--- config.mk ---
export PLATFORM = sky130hd
export DESIGN_NAME = frame_builder_sum8_unit
export DESIGN_NICKNAME = d
export VERILOG_FILES = /design/src/rtl/fbs8_pkg.sv /design/src/rtl/fbs8_expand.sv /design/src/rtl/frame_builder_sum8_unit.sv
export SDC_FILE = /design/constraint.sdc
export NUM_CORES = 1
export LEC_CHECK = 0
export CORE_MARGIN = 2
export CORE_UTILIZATION = 40
export DETAILED_ROUTE_END_ITERATION = 10
export DONT_BUFFER_PORTS = 1
export GPL_ROUTABILITY_DRIVEN = 0
export PLACE_DENSITY = 0.63
export SLEW_MARGIN = 15
export SYNTH_ARGS = -nofsm -noshare
export SYNTH_HDL_FRONTEND = slang
export SYNTH_SLANG_ARGS = --single-unit
export TNS_END_PERCENT = 20
--- constraint.sdc ---
create_clock -name clk -period 4 [get_ports clk]
set_input_delay 0.8 -clock clk [delete_from_list [all_inputs] [get_ports clk]]
set_output_delay 0.8 -clock clk [all_outputs]
set_load 0.02 [all_outputs]
--- src/rtl/fbs8_pkg.sv ---
package fbs8_pkg;

    // Largest number of bytes one item can produce: five header bytes,
    // one payload byte and the checksum byte.
    localparam int MaxResults = 7;
    localparam int HeaderLen  = 5;
    localparam int SlotBits   = $clog2(MaxResults + 1);

    localparam logic [7:0] HeaderOneReset = 8'd170;
    localparam logic [7:0] HeaderTwoReset = 8'd85;

    // Register select taken from the byte address (address bit 2).
    localparam logic RegHeaderOne = 1'b0;
    localparam logic RegHeaderTwo = 1'b1;

    typedef logic [SlotBits-1:0] slot_cnt_t;

    typedef struct packed {
        logic [7:0]  frame_type;
        logic [15:0] payload_length;
        logic [7:0]  payload_byte;
        logic        is_first;
        logic        is_last;
        logic        carries_byte;
    } in_item_t;

    typedef struct packed {
        logic [7:0] out_byte;
        logic       end_of_frame;
    } out_item_t;

    // Byte offered by the expander to the output register.
    typedef struct packed {
        logic      valid;
        out_item_t item;
    } head_t;

endpackage

--- src/rtl/fbs8_expand.sv ---
module fbs8_expand
    import fbs8_pkg::*;
(
    input  logic       clk,
    input  logic       rst_n,
    input  logic       item_valid,
    output logic       item_stall,
    input  in_item_t   item,
    input  logic [7:0] header_one,
    input  logic [7:0] header_two,
    input  logic       take,
    output head_t      head
);

    out_item_t slots_reg [MaxResults];
    out_item_t slots_next [MaxResults];
    slot_cnt_t rem_reg;
    slot_cnt_t rem_next;
    logic [7:0] sum_reg;
    logic [7:0] sum_next;

    logic       accept;
    logic [7:0] seed;
    logic [7:0] total;
    slot_cnt_t  data_pos;
    slot_cnt_t  sum_pos;
    slot_cnt_t  new_count;
    out_item_t  new_slots [MaxResults];

    // A new item may enter once the current one has nothing left, or its
    // last byte moves to the output register in this cycle.
    assign item_stall = !((rem_reg == '0) || ((rem_reg == slot_cnt_t'(1)) && take));
    assign accept     = item_valid && !item_stall;

    assign head.valid = (rem_reg != '0);
    assign head.item  = slots_reg[0];

    // Checksum path: seed from the frame type and length bytes on a frame
    // start, then add the payload byte. All sums wrap at eight bits.
    assign seed  = item.is_first
                 ? 8'(item.frame_type + item.payload_length[7:0]
                      + item.payload_length[15:8])
                 : sum_reg;
    assign total = item.carries_byte ? 8'(seed + item.payload_byte) : seed;

    assign data_pos  = item.is_first ? slot_cnt_t'(HeaderLen) : '0;
    assign sum_pos   = data_pos + slot_cnt_t'(item.carries_byte);
    assign new_count = sum_pos + slot_cnt_t'(item.is_last);

    always_comb
    begin
        for (int i = 0; i < MaxResults; i++)
        begin
            new_slots[i] = '0;
        end
        if (item.is_first)
        begin
            new_slots[0] = '{out_byte: header_one, end_of_frame: 1'b0};
            new_slots[1] = '{out_byte: header_two, end_of_frame: 1'b0};
            new_slots[2] = '{out_byte: item.frame_type, end_of_frame: 1'b0};
            new_slots[3] = '{out_byte: item.payload_length[7:0], end_of_frame: 1'b0};
            new_slots[4] = '{out_byte: item.payload_length[15:8], end_of_frame: 1'b0};
        end
        if (item.carries_byte)
        begin
            new_slots[data_pos] = '{out_byte: item.payload_byte, end_of_frame: 1'b0};
        end
        if (item.is_last)
        begin
            new_slots[sum_pos] = '{out_byte: total, end_of_frame: 1'b1};
        end
    end

    always_comb
    begin
        slots_next = slots_reg;
        rem_next   = rem_reg;
        sum_next   = sum_reg;
        if (accept)
        begin
            slots_next = new_slots;
            rem_next   = new_count;
            sum_next   = item.is_last ? 8'h00 : total;
        end
        else if (take && (rem_reg != '0))
        begin
            for (int i = 0; i < MaxResults - 1; i++)
            begin
                slots_next[i] = slots_reg[i + 1];
            end
            slots_next[MaxResults - 1] = '0;
            rem_next = rem_reg - slot_cnt_t'(1);
        end
    end

    always_ff @(posedge clk or negedge rst_n)
    begin
        if (!rst_n)
        begin
            rem_reg <= '0;
            sum_reg <= '0;
        end
        else
        begin
            rem_reg <= rem_next;
            sum_reg <= sum_next;
        end
    end

    always_ff @(posedge clk)
    begin
        slots_reg <= slots_next;
    end

    // The pending byte count never goes past the longest expansion.
    assert property (@(posedge clk) disable iff (!rst_n)
        rem_reg <= slot_cnt_t'(MaxResults))
        else $error("pending byte count out of range");

    // Closing a frame leaves a clean sum for the next one.
    assert property (@(posedge clk) disable iff (!rst_n)
        (accept && item.is_last) |=> (sum_reg == 8'h00))
        else $error("sum not cleared after checksum");

    // A byte handed on without a new item shortens the queue by exactly one.
    assert property (@(posedge clk) disable iff (!rst_n)
        (take && (rem_reg != '0) && !accept) |=> (rem_reg == $past(rem_reg) - slot_cnt_t'(1)))
        else $error("pending byte count did not step down");

    // Without a new item the running sum holds.
    assert property (@(posedge clk) disable iff (!rst_n)
        !accept |=> $stable(sum_reg))
        else $error("sum changed without an item");

endmodule

--- src/rtl/frame_builder_sum8_unit.sv ---
// Channel | Signals                                | Direction | Payload
// --------+----------------------------------------+-----------+-----------------
// item    | item_valid, item_stall, item           | in        | in_item_t
// frame   | frame_valid, frame_stall, frame_byte   | out       | out_item_t
// config  | psel, penable, pwrite, paddr, pwdata,  | in / out  | two 8-bit
//         | prdata, pready                         |           | header registers
//
// Each item produces its bytes one after another: one byte for a
// payload-only item, up to seven for an item that opens and closes a frame.
// The single output register moves one byte per cycle while the frame side
// does not stall. An item that produces no byte is taken and leaves no trace.
// Reset (rst_n low, asynchronous) empties the pipeline, clears the running
// sum and restores the header registers to 0xAA and 0x55.
// A stall on the frame side holds the output byte; the item side then stalls
// once the bytes of the current item are all waiting.
module frame_builder_sum8_unit
    import fbs8_pkg::*;
(
    input  logic        clk,
    input  logic        rst_n,

    input  logic        item_valid,
    output logic        item_stall,
    input  in_item_t    item,

    output logic        frame_valid,
    input  logic        frame_stall,
    output out_item_t   frame_byte,

    input  logic        psel,
    input  logic        penable,
    input  logic        pwrite,
    input  logic [2:0]  paddr,
    input  logic [31:0] pwdata,
    output logic [31:0] prdata,
    output logic        pready
);

    logic [7:0] header_one_reg;
    logic [7:0] header_two_reg;
    logic       cfg_write;

    logic       frame_valid_reg;
    out_item_t  frame_byte_reg;
    logic       take;
    head_t      head;

    // Configuration port. The block never inserts wait states: pready is tied high.
    // The register is chosen by address bit 2; the low byte bits are ignored.
    assign pready    = 1'b1;
    assign cfg_write = psel && penable && pwrite && pready;

    always_comb
    begin
        unique case (paddr[2])
            RegHeaderOne: prdata = {24'd0, header_one_reg};
            RegHeaderTwo: prdata = {24'd0, header_two_reg};
            default:      prdata = '0;
        endcase
    end

    always_ff @(posedge clk or negedge rst_n)
    begin
        if (!rst_n)
        begin
            header_one_reg <= HeaderOneReset;
            header_two_reg <= HeaderTwoReset;
        end
        else if (cfg_write)
        begin
            unique case (paddr[2])
                RegHeaderOne: header_one_reg <= pwdata[7:0];
                RegHeaderTwo: header_two_reg <= pwdata[7:0];
                default:      header_one_reg <= header_one_reg;
            endcase
        end
    end

    // The output register can take a new byte when it is empty or when its
    // current byte leaves in this cycle.
    assign take = !frame_valid_reg || !frame_stall;

    fbs8_expand u_expand
    (
        .clk        (clk),
        .rst_n      (rst_n),
        .item_valid (item_valid),
        .item_stall (item_stall),
        .item       (item),
        .header_one (header_one_reg),
        .header_two (header_two_reg),
        .take       (take),
        .head       (head)
    );

    always_ff @(posedge clk or negedge rst_n)
    begin
        if (!rst_n)
        begin
            frame_valid_reg <= 1'b0;
        end
        else if (take)
        begin
            frame_valid_reg <= head.valid;
        end
    end

    always_ff @(posedge clk)
    begin
        if (take && head.valid)
        begin
            frame_byte_reg <= head.item;
        end
    end

    assign frame_valid = frame_valid_reg;
    assign frame_byte  = frame_byte_reg;

endmodule
Yosys cells after proc, flatten, opt, wreduce, memory -nomap -nowiden
Cells that the tools add are included. W data, S select, Z words.

$add $sub $neg: 6. $lt $le $gt $ge: 4. Equal/unequal tests: 1. Muxes and demuxes: 18. Bitwise gates (word level): 3. Reductions and logical operators: 17.

Operators by type and width (number): $mux W63 (4); $bwmux W63 (2); $pmux W32 S2 (1); $demux W9 S3 (2); $mux W45 (1); $add A8 B8 Y8 (3); $mux W8 (3); $mux W9 (2); $mux W3 (3); $ge A4 B4 Y1 const B (2); $lt A4 B1 Y1 const B (2); $not A3 Y4 (2); $logic_and A1 B1 Y1 (7); $add A3 B1 Y3 (2); $reduce_and A2 Y1 (2); $eq A3 B1 Y1 const B (1); $logic_not A1 Y1 (3); $logic_not A3 Y1 (1); $reduce_bool A3 Y1 (1); $sub A3 B1 Y3 const B (1); $logic_or A1 B1 Y1 (2); $reduce_bool A2 Y1 (1); $not A1 Y1 (1).

Register bits: 100. Output and inout port bits: 44. Logic and storage cells: 70.

Depth between registers and ports, before layout
Word-level depth: 11. Gate-level depth with buffers: 15. Depth with buffers taken out: 15.

Modules after synthesis
From an unflattened synthesis, not the netlist that was laid out.

Cells, all modules: 540. Area, all modules: 5899.4 sq um.

Modules (own cells, without submodules): fbs8_expand (times used 1, cells each 457, area each 4655.7 sq um, seq. area each 2167.1 sq um); frame_builder_sum8_unit (times used 1, cells each 83, area each 1243.7 sq um, seq. area each 705.7 sq um).

Least setup slack after synthesis
Ideal clock, no wire load.

Path type: input-to-reg. Start point: in item[12] (netlist name). End point: reg u_expand.slots_reg[17] (netlist name) (data pin). Library setup time: 0.265 ns. Arrival: 3.665 ns. Data required time: 3.735 ns. Path slack: 0.070 ns. Cell stages on the path: 15. Cell sequence: fa_1 > ha_1 > inv_1 > fa_1 > inv_1 > a21o_1 > a21oi_2 > xnor2_1 > mux2_2 > ha_1 > nand2_1 > o21ai_2 > mux2i_4 > xnor2_2 > o22ai_1.

RTL lines: start: declaration (line frame_builder_sum8_unit.sv:24) `input in_item_t item,`; end signal: assignment (line fbs8_expand.sv:112) `slots_reg <= slots_next;`; end: declaration (line fbs8_expand.sv:15) `out_item_t slots_reg [MaxResults];`.

==> results.sh <==
export IMPL_setup_slack_ns=0.1852
export IMPL_grt_pass1_vias=3927
export IMPL_yosysSeqAreaShare_pct=49.73
export IMPL_finalSetupViolCount=0
export IMPL_drc=0
export IMPL_fp_row_count=43
export IMPL_skew_ns=0.006389
export IMPL_cp_start_kind="input port"
export IMPL_vias_per_cell=5.373
export IMPL_drt_total_wl_um=12540
export IMPL_port_buffers=0
export IMPL_antenna_diode_count=0
export IMPL_drive_gt1_share_pct=16.88
export IMPL_grt_pass1_wl_um=19980
export IMPL_tightestPinTransition_ns=0.5856
export IMPL_combPwrFrac_pct=34.1
export IMPL_pwr_share_clk_pct=19.3
export IMPL_root_buffer="clkbuf_16"
export IMPL_post_place_ws_ns=-0.1773
export IMPL_tritoncts="yes"
export IMPL_fin_crit_sh_pct=95.37
export IMPL_setup_tns_ns=0
export IMPL_yosysTopAreaCellShare_pct=37.43
export IMPL_cap_violations=0
export IMPL_fillers=1338
export IMPL_synth_edf_count=72
export IMPL_cts_resized=0
export IMPL_p_sw_w=0.001491
export IMPL_die_w_um=124.2
export IMPL_p_int_w=0.002777
export IMPL_yosys_warnings=0
export IMPL_arrival_ns=3.90
export IMPL_grt_use_total_pct=17.25
export IMPL_rsz0062_at_grt="false"
export IMPL_clk_pin_slew_worst_paths_ns=0.07
export IMPL_ctsHoldBuffers=0
export IMPL_dr_pass1_iters=5
export IMPL_status="complete, no violations"
export IMPL_fin_crit_ns=3.815
export IMPL_ys_seq_elements=100
export IMPL_seqPwrFrac_pct=46.5
export IMPL_endpoint_kind="register"
export IMPL_crit_path_max_fanout=5
export IMPL_synth_top_cells_by_count="nand2_1 (113), edfxtp_1 (72), nand3_1 (33), nor2_1 (30), mux2_2 (29)"
export IMPL_synthToLayoutAreaGrowth_pct=7.494
export IMPL_avgSynthCellArea_sq_um=10.70
export IMPL_route_detailed_wl_per_inst_um=17.16
export IMPL_ctsHtreeMaxLevel=3
export IMPL_ys_types=58
export IMPL_post_cts_setup_buffer_count=0
export IMPL_peakVddDrop_v=0.0002633
export IMPL_p_sw_share_pct=34.93
export IMPL_ys_async_sr_fraction_pct=28.00
export IMPL_fmax_mhz=262.1
export IMPL_cellLeakagePower_nw=2.578
export IMPL_ys_top_cells_by_area="edfxtp_1 (37%), dfrtp_1 (8.7%), nand2_1 (7.3%), mux2_2 (5.7%), ha_1 (5.0%)"
export IMPL_reg2reg_from="u_expand.sum_reg[0]$_DFFE_PN0P_"
export IMPL_start_util_pct=41.30
export IMPL_antenna_left=0
export IMPL_slew_violations=0
export IMPL_synth_area_leader_cell="edfxtp_1"
export IMPL_synth_most_common_cell="nand2_1"
export IMPL_synth_flop_cell="edfxtp_1"
export IMPL_clk_latency_ns=0.35
export IMPL_design_area_sq_mm=0.006210
export IMPL_nets=656
export IMPL_pin_count=121
export IMPL_syn_inst=540
export IMPL_startpoint="item[12]"
export IMPL_grt_max_degree=73
export IMPL_antenna_found_initial=0
export IMPL_cts_max_path_buffers=2
export IMPL_dp_hpwl_um=8989
export IMPL_dieArea_sq_mm=0.01542
export IMPL_cts_buffers_inserted=9
export IMPL_cp_required_ns=4.09
export IMPL_hold_path_class="in -> async"
export IMPL_final_hold_violation_count=0
export IMPL_clkSinkCount=100
export IMPL_largest_reg_flops=54
export IMPL_overflow=0
export IMPL_post_dp_cell_area_sq_mm=0.005932
export IMPL_powerDensity_mw_per_mm2=687.3
export IMPL_drtIter0Drc=255
export IMPL_die_y_um=124.2
export IMPL_relSlewSlack_pct=60.82
export IMPL_syn_area_sq_mm=0.005777
export IMPL_path_class="in -> reg"
export IMPL_num_vias=3928
export IMPL_core_sq_mm=0.01399
==> kinds of logic after synthesis <==
logic type / after synthesis / share of synthesized area [%]
fa+ha+maj: 33 / 8.447
other cells: 2 / 0.1300
compound gates: 91 / 10.51
flops: 100 / 49.73
mux: 37 / 7.256
buf+inv: 67 / 7.061
xor+xnor: 14 / 2.253
simple gates: 196 / 14.62
==> worst max-delay path: stages <==
cell and delay (ns):
fa_1 0.53, ha_1 0.16, inv_1 0.06, fa_1 0.41, inv_1 0.07, a21o_1 0.15
a21oi_2 0.07, xnor2_1 0.12, mux2_2 0.28, ha_1 0.34, nand2_1 0.08, o21ai_2 0.20
mux2i_4 0.27, xnor2_2 0.19, o22ai_1 0.15
==> power by group through the flow <==
stage | combinational, W | sequential (W) | clock (W)
floorplan | 0.00108 | 0.00196 | 0
global placement | 0.00142 | 0.00199 | 0
detailed placement | 0.00146 | 0.00201 | 0
CTS | 0.00147 | 0.00199 | 0.000841
global route | 0.00164 | 0.00204 | 0.000876
finish | 0.00146 | 0.00199 | 0.000825
==> final cells by class <==
class                      instances  area, sq um  area share (%)
multi-input combinational        396         2585           41.63
inverter                          15        56.30          0.9067
clock buffer                      10        229.0           3.687
sequential                       100         2873           46.26
timing repair buffer              24        192.7           3.103
clock inverter                     6        48.80          0.7858
tap                              180        225.2           3.627
==> worst paths after layout <==
path / to / slack, ns / cells after the start
max in group asynchronous: header_one_reg[1]$_DFFE_PN1P_ / 3.69 / 0
min in group clk: frame_byte[0]$_DFFE_PP_ / 0.42 / 0
hold reg to reg: frame_byte[0]$_DFFE_PP_ / 0.42 / 0
setup / recovery: u_expand.slots_reg[17]$_DFFE_PP_ / 0.19 / 15
setup reg to reg: u_expand.head[7]$_DFFE_PP_ / 1.45 / 12
hold / removal: frame_valid$_DFFE_PN0N_ / 0.13 / 0
==> layout by cell type (no fill, tap or decap), drive strengths merged, types with 8 or more instances in the layout <==
master  netlist  routed
o21ai        32      32
a31oi         8       8
inv          15      17
xnor2        10      10
conb          2      25
clkbuf       16      10
nand3        33      33
nor2         30      30
edfxtp       72      72
dfstp         8       8
nand2       114     114
mux2i         8       8
fa           10      10
ha           23      23
a21oi        21      21
mux2         29      29
buf          36      24
dfrtp        20      20
==> metal layers <==
| layer | up-vias | track usage [%] | wire (um) |
|---|---|---|---|
| met1 | 1923 | 21.02 | 5081 |
| met2 | 114 | 28.62 | 6286 |
| met3 | 23 | 4.258 | 802 |
| li1 | 1868 | - | - |
| met5 | - | 0 | 0 |
| met4 | 0 | 8.216 | 373 |
==> metrics by stage <==
step	power (W)	std cells	hold WS, ns	util, %
after global routing	0.004556	731	0.1200	44.39
after CTS	0.004302	731	0.1249	44.39
final	0.004268	731	0.1336	44.39
after detailed placement	0.003474	715	0.4045	42.41
after floorplan	0.003041	563	0.4003	-
after global placement	0.003415	715	0.4050	42.41
Note: power is estimated with default switching activity, not from simulation.
